===== config.mk =====
export PLATFORM = sky130hd
export DESIGN_NAME = running_mean_variance_stats
export DESIGN_NICKNAME = d
export VERILOG_FILES = /design/src/rtl/rmvs_pkg.sv /design/src/rtl/rmvs_queue.sv /design/src/rtl/rmvs_front.sv /design/src/rtl/rmvs_div.sv /design/src/rtl/rmvs_sqrt.sv /design/src/rtl/rmvs_core.sv /design/src/rtl/running_mean_variance_stats.sv
export SDC_FILE = /design/constraint.sdc
export NUM_CORES = 2
export LEC_CHECK = 0
export CAP_MARGIN = 10
export CORE_MARGIN = 5
export CORE_UTILIZATION = 42
export DETAILED_ROUTE_END_ITERATION = 10
export DONT_BUFFER_PORTS = 1
export HOLD_SLACK_MARGIN = 0.02
export PLACE_DENSITY = 0.52
export SLEW_MARGIN = 10
export SYNTH_ARGS = -nofsm -noshare
export SYNTH_HDL_FRONTEND = slang
export SYNTH_SLANG_ARGS = --single-unit
export TNS_END_PERCENT = 30

===== constraint.sdc =====
create_clock -name clk -period 8.9 [get_ports clk]
set_input_delay 0.445 -clock clk [delete_from_list [all_inputs] [get_ports clk]]
set_output_delay 0.445 -clock clk [all_outputs]
set_load 0.1 [all_outputs]

===== src/rtl/rmvs_pkg.sv =====
// Shared constants and the queued item type for the running mean/variance block.
// Used by every module under rtl.
package rmvs_pkg;

  localparam int COUNT_BITS  = 24;
  localparam int SAMPLE_W    = 32;
  localparam int ACC_W       = 64;
  localparam int ROOT_W      = ACC_W / 2;
  localparam int STEP_W      = $clog2(ACC_W + 1);
  localparam int SQ_STEP_W   = $clog2(ROOT_W + 1);
  localparam int OUT_DATA_W  = ((4 * SAMPLE_W + COUNT_BITS + 7) / 8) * 8;
  localparam int QUEUE_DEPTH = 4;
  localparam int QUEUE_AW    = $clog2(QUEUE_DEPTH);

  typedef struct packed {
    logic [SAMPLE_W-1:0] sample;
    logic                sample_valid;
    logic                last;
  } item_t;

endpackage


===== src/rtl/rmvs_queue.sv =====
// Small FIFO of classified items between the front and back ends.
// Depends on rmvs_pkg (item_t, QUEUE_DEPTH).
module rmvs_queue import rmvs_pkg::*; (
  input  logic  clk,
  input  logic  rst,
  input  logic  push_valid,
  output logic  push_ready,
  input  item_t push_item,
  output logic  pop_valid,
  input  logic  pop_ready,
  output item_t pop_item
);

  item_t               mem [QUEUE_DEPTH];
  logic [QUEUE_AW-1:0] wr_ptr;
  logic [QUEUE_AW-1:0] rd_ptr;
  logic [QUEUE_AW:0]   fill;
  logic                do_push;
  logic                do_pop;

  assign push_ready = (fill != (QUEUE_AW + 1)'(QUEUE_DEPTH));
  assign pop_valid  = (fill != '0);
  assign pop_item   = mem[rd_ptr];
  assign do_push    = push_valid && push_ready;
  assign do_pop     = pop_valid && pop_ready;

  always_ff @(posedge clk) begin
    if (do_push) begin
      mem[wr_ptr] <= push_item;
    end
  end

  always_ff @(posedge clk) begin
    if (rst) begin
      wr_ptr <= '0;
      rd_ptr <= '0;
      fill   <= '0;
    end else begin
      if (do_push) begin
        wr_ptr <= wr_ptr + 1'b1;
      end
      if (do_pop) begin
        rd_ptr <= rd_ptr + 1'b1;
      end
      if (do_push && !do_pop) begin
        fill <= fill + 1'b1;
      end else if (do_pop && !do_push) begin
        fill <= fill - 1'b1;
      end
    end
  end

endmodule


===== src/rtl/rmvs_front.sv =====
// Input stage: takes stream requests, drops rows that are neither counted nor final.
// Depends on rmvs_pkg (item_t).
module rmvs_front import rmvs_pkg::*; (
  input  logic                clk,
  input  logic                rst,
  input  logic                s_axis_tvalid,
  output logic                s_axis_tready,
  input  logic [SAMPLE_W-1:0] s_axis_tdata,
  input  logic                s_axis_tuser,
  input  logic                s_axis_tlast,
  output logic                push_valid,
  input  logic                push_ready,
  output item_t               push_item
);

  logic  held;
  item_t held_item;

  assign s_axis_tready = !held || push_ready;
  assign push_valid    = held;
  assign push_item     = held_item;

  always_ff @(posedge clk) begin
    if (rst) begin
      held <= 1'b0;
    end else if (s_axis_tready) begin
      held <= s_axis_tvalid && (s_axis_tuser || s_axis_tlast);
    end
  end

  always_ff @(posedge clk) begin
    if (s_axis_tready && s_axis_tvalid) begin
      held_item.sample       <= s_axis_tdata;
      held_item.sample_valid <= s_axis_tuser;
      held_item.last         <= s_axis_tlast;
    end
  end

endmodule


===== src/rtl/rmvs_div.sv =====
// Restoring divider, one quotient bit per cycle, run for a given number of steps.
// Depends on rmvs_pkg (ACC_W, COUNT_BITS, STEP_W).
module rmvs_div import rmvs_pkg::*; (
  input  logic                clk,
  input  logic                rst,
  input  logic                start,
  input  logic [STEP_W-1:0]   steps,
  input  logic [ACC_W-1:0]    dividend,
  input  logic [COUNT_BITS:0] divisor,
  output logic                done,
  output logic [ACC_W-1:0]    quotient
);

  logic [COUNT_BITS:0]   rem;
  logic [ACC_W-1:0]      sr;
  logic [COUNT_BITS:0]   dvs;
  logic [STEP_W-1:0]     left;
  logic                  busy;
  logic [COUNT_BITS+1:0] trial;
  logic [COUNT_BITS+1:0] diff;
  logic                  fits;

  assign trial    = {rem, sr[ACC_W-1]};
  assign fits     = (trial >= {1'b0, dvs});
  assign diff     = trial - {1'b0, dvs};
  assign quotient = sr;

  always_ff @(posedge clk) begin
    if (rst) begin
      busy <= 1'b0;
      done <= 1'b0;
      left <= '0;
    end else begin
      done <= 1'b0;
      if (start) begin
        busy <= 1'b1;
        left <= steps;
      end else if (busy) begin
        left <= left - 1'b1;
        if (left == STEP_W'(1)) begin
          busy <= 1'b0;
          done <= 1'b1;
        end
      end
    end
  end

  always_ff @(posedge clk) begin
    if (start) begin
      rem <= '0;
      sr  <= dividend;
      dvs <= divisor;
    end else if (busy) begin
      rem <= fits ? diff[COUNT_BITS:0] : trial[COUNT_BITS:0];
      sr  <= {sr[ACC_W-2:0], fits};
    end
  end

endmodule


===== src/rtl/rmvs_sqrt.sv =====
// Digit-by-digit floor square root, two radicand bits per cycle.
// Depends on rmvs_pkg (ACC_W, ROOT_W, SQ_STEP_W).
module rmvs_sqrt import rmvs_pkg::*; (
  input  logic              clk,
  input  logic              rst,
  input  logic              start,
  input  logic [ACC_W-1:0]  radicand,
  output logic              done,
  output logic [ROOT_W-1:0] root
);

  logic [ROOT_W+1:0]    rem;
  logic [ACC_W-1:0]     rad;
  logic [SQ_STEP_W-1:0] left;
  logic                 busy;
  logic [ROOT_W+2:0]    rem_t;
  logic [ROOT_W+2:0]    trial;
  logic [ROOT_W+2:0]    diff;
  logic                 fits;

  assign rem_t = {rem[ROOT_W:0], rad[ACC_W-1:ACC_W-2]};
  assign trial = {1'b0, root, 2'b01};
  assign fits  = (rem_t >= trial);
  assign diff  = rem_t - trial;

  always_ff @(posedge clk) begin
    if (rst) begin
      busy <= 1'b0;
      done <= 1'b0;
      left <= '0;
    end else begin
      done <= 1'b0;
      if (start) begin
        busy <= 1'b1;
        left <= SQ_STEP_W'(ROOT_W);
      end else if (busy) begin
        left <= left - 1'b1;
        if (left == SQ_STEP_W'(1)) begin
          busy <= 1'b0;
          done <= 1'b1;
        end
      end
    end
  end

  always_ff @(posedge clk) begin
    if (start) begin
      rem  <= '0;
      root <= '0;
      rad  <= radicand;
    end else if (busy) begin
      rem  <= fits ? diff[ROOT_W+1:0] : rem_t[ROOT_W+1:0];
      root <= {root[ROOT_W-2:0], fits};
      rad  <= {rad[ACC_W-3:0], 2'b00};
    end
  end

endmodule


===== src/rtl/rmvs_core.sv =====
// Back end: Welford update per counted sample, final divide and sqrt if count > 1.
// Depends on rmvs_pkg, rmvs_div and rmvs_sqrt.
module rmvs_core import rmvs_pkg::*; (
  input  logic                  clk,
  input  logic                  rst,
  input  logic                  pop_valid,
  output logic                  pop_ready,
  input  item_t                 pop_item,
  output logic                  m_axis_tvalid,
  input  logic                  m_axis_tready,
  output logic [OUT_DATA_W-1:0] m_axis_tdata,
  output logic                  m_axis_tuser
);

  typedef enum logic [3:0] {
    S_IDLE, S_DIV, S_UPD, S_MUL, S_ACC, S_FIN, S_FDIV, S_SQRT, S_EMIT
  } state_t;

  state_t state;

  logic signed [SAMPLE_W-1:0] run_mean;
  logic signed [SAMPLE_W-1:0] run_min;
  logic signed [SAMPLE_W-1:0] run_max;
  logic [ACC_W-1:0]           sum_sq_dev;
  logic [COUNT_BITS-1:0]      valid_count;

  logic signed [SAMPLE_W-1:0] xr;
  logic                       last_r;
  logic                       d_neg;
  logic [SAMPLE_W-1:0]        d_mag;
  logic [SAMPLE_W-1:0]        e_mag;
  logic [ACC_W-1:0]           prod;
  logic [ROOT_W-1:0]          std_r;

  logic [SAMPLE_W-1:0]        o_mean;
  logic [ROOT_W-1:0]          o_std;
  logic [SAMPLE_W-1:0]        o_min;
  logic [SAMPLE_W-1:0]        o_max;
  logic [COUNT_BITS-1:0]      o_count;
  logic                       o_status;
  logic                       o_valid;

  logic                       div_start;
  logic [STEP_W-1:0]          div_steps;
  logic [ACC_W-1:0]           div_dividend;
  logic [COUNT_BITS:0]        div_divisor;
  logic                       div_done;
  logic [ACC_W-1:0]           div_q;
  logic                       sq_start;
  logic [ACC_W-1:0]           sq_rad;
  logic                       sq_done;
  logic [ROOT_W-1:0]          sq_root;

  logic signed [SAMPLE_W:0]   d_full;
  logic signed [SAMPLE_W:0]   d_negd;
  logic signed [SAMPLE_W:0]   e_full;
  logic signed [SAMPLE_W:0]   e_negd;
  logic [SAMPLE_W-1:0]        q_lo;
  logic [ACC_W:0]             acc_sum;
  logic                       out_free;

  rmvs_div u_div (
    .clk      (clk),
    .rst      (rst),
    .start    (div_start),
    .steps    (div_steps),
    .dividend (div_dividend),
    .divisor  (div_divisor),
    .done     (div_done),
    .quotient (div_q)
  );

  rmvs_sqrt u_sqrt (
    .clk      (clk),
    .rst      (rst),
    .start    (sq_start),
    .radicand (sq_rad),
    .done     (sq_done),
    .root     (sq_root)
  );

  assign pop_ready     = (state == S_IDLE);
  assign m_axis_tvalid = o_valid;
  assign m_axis_tuser  = o_status;
  assign m_axis_tdata  = OUT_DATA_W'({o_count, o_max, o_min, o_std, o_mean});
  assign out_free      = !o_valid || m_axis_tready;

  assign d_full  = {pop_item.sample[SAMPLE_W-1], pop_item.sample}
                 - {run_mean[SAMPLE_W-1], run_mean};
  assign d_negd  = -d_full;
  assign e_full  = {xr[SAMPLE_W-1], xr} - {run_mean[SAMPLE_W-1], run_mean};
  assign e_negd  = -e_full;
  assign q_lo    = div_q[SAMPLE_W-1:0];
  assign acc_sum = {1'b0, sum_sq_dev} + {1'b0, prod};

  always_ff @(posedge clk) begin
    if (rst) begin
      state       <= S_IDLE;
      o_valid     <= 1'b0;
      div_start   <= 1'b0;
      sq_start    <= 1'b0;
      run_mean    <= '0;
      run_min     <= '0;
      run_max     <= '0;
      sum_sq_dev  <= '0;
      valid_count <= '0;
    end else begin
      div_start <= 1'b0;
      sq_start  <= 1'b0;
      if (o_valid && m_axis_tready) begin
        o_valid <= 1'b0;
      end
      case (state)
        S_IDLE: begin
          if (pop_valid) begin
            xr     <= pop_item.sample;
            last_r <= pop_item.last;
            if (pop_item.sample_valid && valid_count != '0) begin
              d_neg        <= d_full[SAMPLE_W];
              d_mag        <= d_full[SAMPLE_W] ? d_negd[SAMPLE_W-1:0] : d_full[SAMPLE_W-1:0];
              div_start    <= 1'b1;
              div_steps    <= STEP_W'(SAMPLE_W);
              div_dividend <= {(d_full[SAMPLE_W] ? d_negd[SAMPLE_W-1:0]
                                                 : d_full[SAMPLE_W-1:0]),
                               {(ACC_W - SAMPLE_W){1'b0}}};
              div_divisor  <= {1'b0, valid_count} + 1'b1;
              if ($signed(pop_item.sample) < run_min) begin
                run_min <= pop_item.sample;
              end
              if ($signed(pop_item.sample) > run_max) begin
                run_max <= pop_item.sample;
              end
              state <= S_DIV;
            end else begin
              if (pop_item.sample_valid) begin
                run_mean    <= pop_item.sample;
                run_min     <= pop_item.sample;
                run_max     <= pop_item.sample;
                valid_count <= COUNT_BITS'(1);
              end
              state <= pop_item.last ? S_FIN : S_IDLE;
            end
          end
        end
        S_DIV: begin
          if (div_done) begin
            run_mean <= d_neg ? run_mean - q_lo : run_mean + q_lo;
            state    <= S_UPD;
          end
        end
        S_UPD: begin
          e_mag <= e_full[SAMPLE_W] ? e_negd[SAMPLE_W-1:0] : e_full[SAMPLE_W-1:0];
          state <= S_MUL;
        end
        S_MUL: begin
          prod  <= ACC_W'(d_mag) * ACC_W'(e_mag);
          state <= S_ACC;
        end
        S_ACC: begin
          sum_sq_dev <= acc_sum[ACC_W] ? '1 : acc_sum[ACC_W-1:0];
          if (valid_count != '1) begin
            valid_count <= valid_count + 1'b1;
          end
          state <= last_r ? S_FIN : S_IDLE;
        end
        S_FIN: begin
          if (valid_count <= COUNT_BITS'(1)) begin
            std_r <= '0;
            state <= S_EMIT;
          end else begin
            div_start    <= 1'b1;
            div_steps    <= STEP_W'(ACC_W);
            div_dividend <= sum_sq_dev;
            div_divisor  <= {1'b0, valid_count};
            state        <= S_FDIV;
          end
        end
        S_FDIV: begin
          if (div_done) begin
            sq_start <= 1'b1;
            sq_rad   <= div_q;
            state    <= S_SQRT;
          end
        end
        S_SQRT: begin
          if (sq_done) begin
            std_r <= sq_root;
            state <= S_EMIT;
          end
        end
        S_EMIT: begin
          if (out_free) begin
            o_valid     <= 1'b1;
            o_mean      <= run_mean;
            o_std       <= std_r;
            o_min       <= run_min;
            o_max       <= run_max;
            o_count     <= valid_count;
            o_status    <= (valid_count == '0);
            run_mean    <= '0;
            run_min     <= '0;
            run_max     <= '0;
            sum_sq_dev  <= '0;
            valid_count <= '0;
            state       <= S_IDLE;
          end
        end
        default: begin
          state <= S_IDLE;
        end
      endcase
    end
  end

endmodule


===== src/rtl/running_mean_variance_stats.sv =====
// Running mean, population standard deviation, min and max over Q16.16 samples.
// The back end takes one item at a time; a counted sample after the first runs the
// 32-step shared divider for the mean, while skipped rows and the first sample do not.
// A final row with more than one counted sample adds a 64-step divide and a 32-step square root.
// Reset is synchronous and active high; it clears the statistics, queue and output stage.
// Depends on rmvs_pkg, rmvs_front, rmvs_queue and rmvs_core.
module running_mean_variance_stats import rmvs_pkg::*; (
  input  logic                  clk,
  input  logic                  rst,
  input  logic                  s_axis_tvalid,
  output logic                  s_axis_tready,
  input  logic [SAMPLE_W-1:0]   s_axis_tdata,   // [31:0] sample
  input  logic                  s_axis_tuser,   // [0] sample_valid
  input  logic                  s_axis_tlast,
  output logic                  m_axis_tvalid,
  input  logic                  m_axis_tready,
  output logic [OUT_DATA_W-1:0] m_axis_tdata,   // mean_out, std_out, min_out, max_out, count_out
  output logic                  m_axis_tuser    // [0] status
);

  logic  push_valid;
  logic  push_ready;
  item_t push_item;
  logic  pop_valid;
  logic  pop_ready;
  item_t pop_item;

  rmvs_front u_front (
    .clk           (clk),
    .rst           (rst),
    .s_axis_tvalid (s_axis_tvalid),
    .s_axis_tready (s_axis_tready),
    .s_axis_tdata  (s_axis_tdata),
    .s_axis_tuser  (s_axis_tuser),
    .s_axis_tlast  (s_axis_tlast),
    .push_valid    (push_valid),
    .push_ready    (push_ready),
    .push_item     (push_item)
  );

  rmvs_queue u_queue (
    .clk        (clk),
    .rst        (rst),
    .push_valid (push_valid),
    .push_ready (push_ready),
    .push_item  (push_item),
    .pop_valid  (pop_valid),
    .pop_ready  (pop_ready),
    .pop_item   (pop_item)
  );

  rmvs_core u_core (
    .clk           (clk),
    .rst           (rst),
    .pop_valid     (pop_valid),
    .pop_ready     (pop_ready),
    .pop_item      (pop_item),
    .m_axis_tvalid (m_axis_tvalid),
    .m_axis_tready (m_axis_tready),
    .m_axis_tdata  (m_axis_tdata),
    .m_axis_tuser  (m_axis_tuser)
  );

endmodule

==> results by group <==
Synth
  • Mean Syn Cell Area: 10.39 um2
  • Synth cell types: 91
  • Synth warnings: 0
  • Post-synth EDFFs: 825
  • Top area cells in the synthesized netlist: edfxtp_1 28%, fa_1 20%, ha_1 7.9%, dfxtp_1 6.9%, inv_1 4.9%
  • Seq/Total Area, Yosys: 0.3478
  • Synth area leader: edfxtp_1
  • Top cells by count, synth: 1151 x inv_1, 902 x fa_1, 825 x edfxtp_1
  • Area share of the largest cell type after synthesis: 0.2784
  • Synthesized area: 0.08897 mm2
  • Ys async rst share: 0
  • Most frequent cell after synthesis: inv_1
  • Syn nets: 10060
  • Top_reg_cell synth: edfxtp_1
  • Post-Syn Instances: 8563
  • Post-synthesis register bit count: 1133

Layout
  • Storage element area: 0.03095 mm2
  • Multi-input gate area: 0.05226 mm2
  • Number of fill cells: 19740
  • Fin nets: 10020
  • Share of layout cells above drive strength 1: 0.07959
  • Area Growth Syn to Fin: 10.18%
  • Non-Filler Cell Area, Final: 0.09803 mm2

Routing
  • Vias: 61320
  • DR DRC count: 0
  • Wire per inst: 22.80 um
  • Iter 0 DRT Violations: 4046
  • Final WL: 261.3 mm
  • Detailed Routing Iterations Pass 1: 6
  • Post-DR vias/cell: 5.352
  • Post-route ant nets: 0

Critical path
  • Crit path from: u_core.d_mag[11]
  • Max incr delay on CP: 0.56 ns
  • Critical R2R Launch: u_core.d_mag[11]
  • CP startpoint kind: flop
  • CP Data Required Time: 9.41 ns
  • Most frequent cell on the critical path: fa_1
  • Crit Path Class: reg -> reg
  • Data arrival, critical path: 9.02 ns
  • Crit path capture type: flop
  • Slowest CP cell: fa_1
  • Critical path fanouts, max: 32

CTS
  • CTS Buf Count: 135
  • Skew-Pair Late Insertion Delay: 0.79 ns
  • Reg clk slew, reported paths: 0.06 ns
  • Clk root buf: clkbuf_16
  • H-Tree Depth: 4
  • Bufs on Longest Clock Path: 3
  • TritonCTS clock tree: done
  • # clock sinks: 1133

Floorplan
  • Starting Density: 0.4208
  • Die height: 470.3 um
  • I/O Pins: 193
  • Die ar.: 0.2211 mm2
  • Die width: 470.3 um
  • Core Footprint: 0.2115 mm2
  • Num rows: 169

Placement
  • Number of buffers added on ports: 0
  • Place WS: 0.1240 ns
  • Routability cong.: 0.8768
  • Placed instance area: 0.09272 mm2
  • HPWL after DPL: 198.1 mm

Run
  • Max-cap violations: 0

Run status
  • Status: finished clean

STA
  • Peak Freq: 117.5 MHz
  • Max Slew Vio Count: 0
  • Tcrit/Tclk final: 0.9561
  • RSZ-0062 raised after global routing: no
  • Fin Hold WS: 0.09200 ns
  • Crit path setup slack, layout: 0.3909 ns
  • Worst Tran Pin Value: 1.213 ns
  • Fin crit period: 8.509 ns
  • Clock Skews: 0.04012 ns
  • Slew headroom: 0.1884
  • Final Hold Fails: 0
  • Finish-stage setup viols: 0
  • Setup Total Neg Slack: 0 ns

Global routing
  • GR Util All Layers: 0.2363
  • Largest net degree at the start of global routing: 157
  • Gr ovfl total: 0
  • Vias in the first global route: 63810
  • Initial antenna violation count: 12
  • First-pass GRT wire length: 402.0 mm

Hold path
  • Hold Crit Start: m_axis_tready
  • Hold Path Class: in -> reg
stage by stage:
stage / util / cells
2_1_floorplan: - / 8563
3_3_place_gp: 0.4384 / 11140
3_5_place_dp: 0.4385 / 11140
4_1_cts: 0.4623 / 11430
5_1_grt: 0.4636 / 11450
6_report: 0.4636 / 11460
worst max-delay path: cells and delay by family, from the launching register on:
kind	cells	cell delay, ns
compound gates	8	1.85
buf+inv	8	0.68
xor+xnor	1	0.10
flops	1	0.41
fa+ha+maj	9	4.48
simple gates	3	0.67
final cells by class:
cell class | instances | share of cell area
repair buffers | 241 | 0.02354
clock inverters | 84 | 0.01112
flip-flops and latches | 1133 | 0.3157
multi-input cells | 5855 | 0.5331
diodes | 6 | 0.0001532
well taps | 2821 | 0.03601
clock buffers | 168 | 0.03626
inverters | 1151 | 0.04407
metal layers:
layer | up-vias | GRT usage | part of all wire
li1 | 28410 | - | -
met1 | 31150 | 0.3223 | 0.44
met2 | 1454 | 0.3974 | 0.48
met3 | 313 | 0.03343 | 0.050
met4 | 0 | 0.06042 | 0.029
met5 | - | 0 | 0
cells by family (layout without fill, tap and decap cells):
| logic type | count (synthesis) | in the layout | synth area share |
|---|---|---|---|
| buffers and inverters | 1575 | 1644 | 0.06666 |
| XOR/XNOR | 371 | 371 | 0.03652 |
| multiplexers | 312 | 312 | 0.04202 |
| adder cells (fa/ha/maj) | 1461 | 1461 | 0.2816 |
| other | 0 | 6 | 0 |
| AND/OR/NAND/NOR | 2464 | 2464 | 0.1366 |
| flip-flops | 1133 | 1133 | 0.3478 |
| AO/OA/AOI/OAI | 1247 | 1247 | 0.08892 |
worst paths after layout:
kind	slack [ns]	cells after the start	endpoint
worst max-delay path	0.39	29	u_core.prod[57]
worst min-delay path	0.09	2	u_core.m_axis_tvalid
worst max register to register	0.39	29	u_core.prod[57]
worst min register to register	0.41	0	u_core.o_std[5]
repair_timing:
action | CTS | global route
endpoints found under the hold margin | 200 | 0
setup buffers | 0 | 22
endpoints found under the setup margin | 0 | 13
hold buffers | 37 | 0
gates resized for setup | 0 | 4
flip-flops by register name, summed over array words and instances, names as in the netlist, 32 cells and up, named ones only:
name                   flops
u_core.e_mag              32
u_core.d_mag              32
u_core.prod               64
u_core.sum_sq_dev         64
u_core.o_max              32
u_queue.mem              136
u_core.u_div.quotient     64
u_front.push_item         34
u_core.sq_rad             64
u_core.o_mean             32
u_core.u_sqrt.rem         33
u_core.o_min              32
u_core.u_sqrt.rad         64
u_core.xr                 32
u_core.u_sqrt.root        32
u_core.run_mean           32
u_core.run_min            32
u_core.run_max            32
u_core.div_dividend       64
u_core.std_r              32
u_core.o_std              32
cells in the final DEF, fill, tap and decap left out, drive strengths merged, types with 153 or more instances in the layout:
cell,n
clkbuf,168
o21ai,260
dfxtp,308
ha,559
a21o,153
xnor2,251
inv,1162
nor2,447
buf,205
edfxtp,825
nand2,818
fa,902
and2,649
a21oi,384
Power is not shown: default switching activity piles up to over one toggle a cycle in this logic, so the estimate is an artifact.
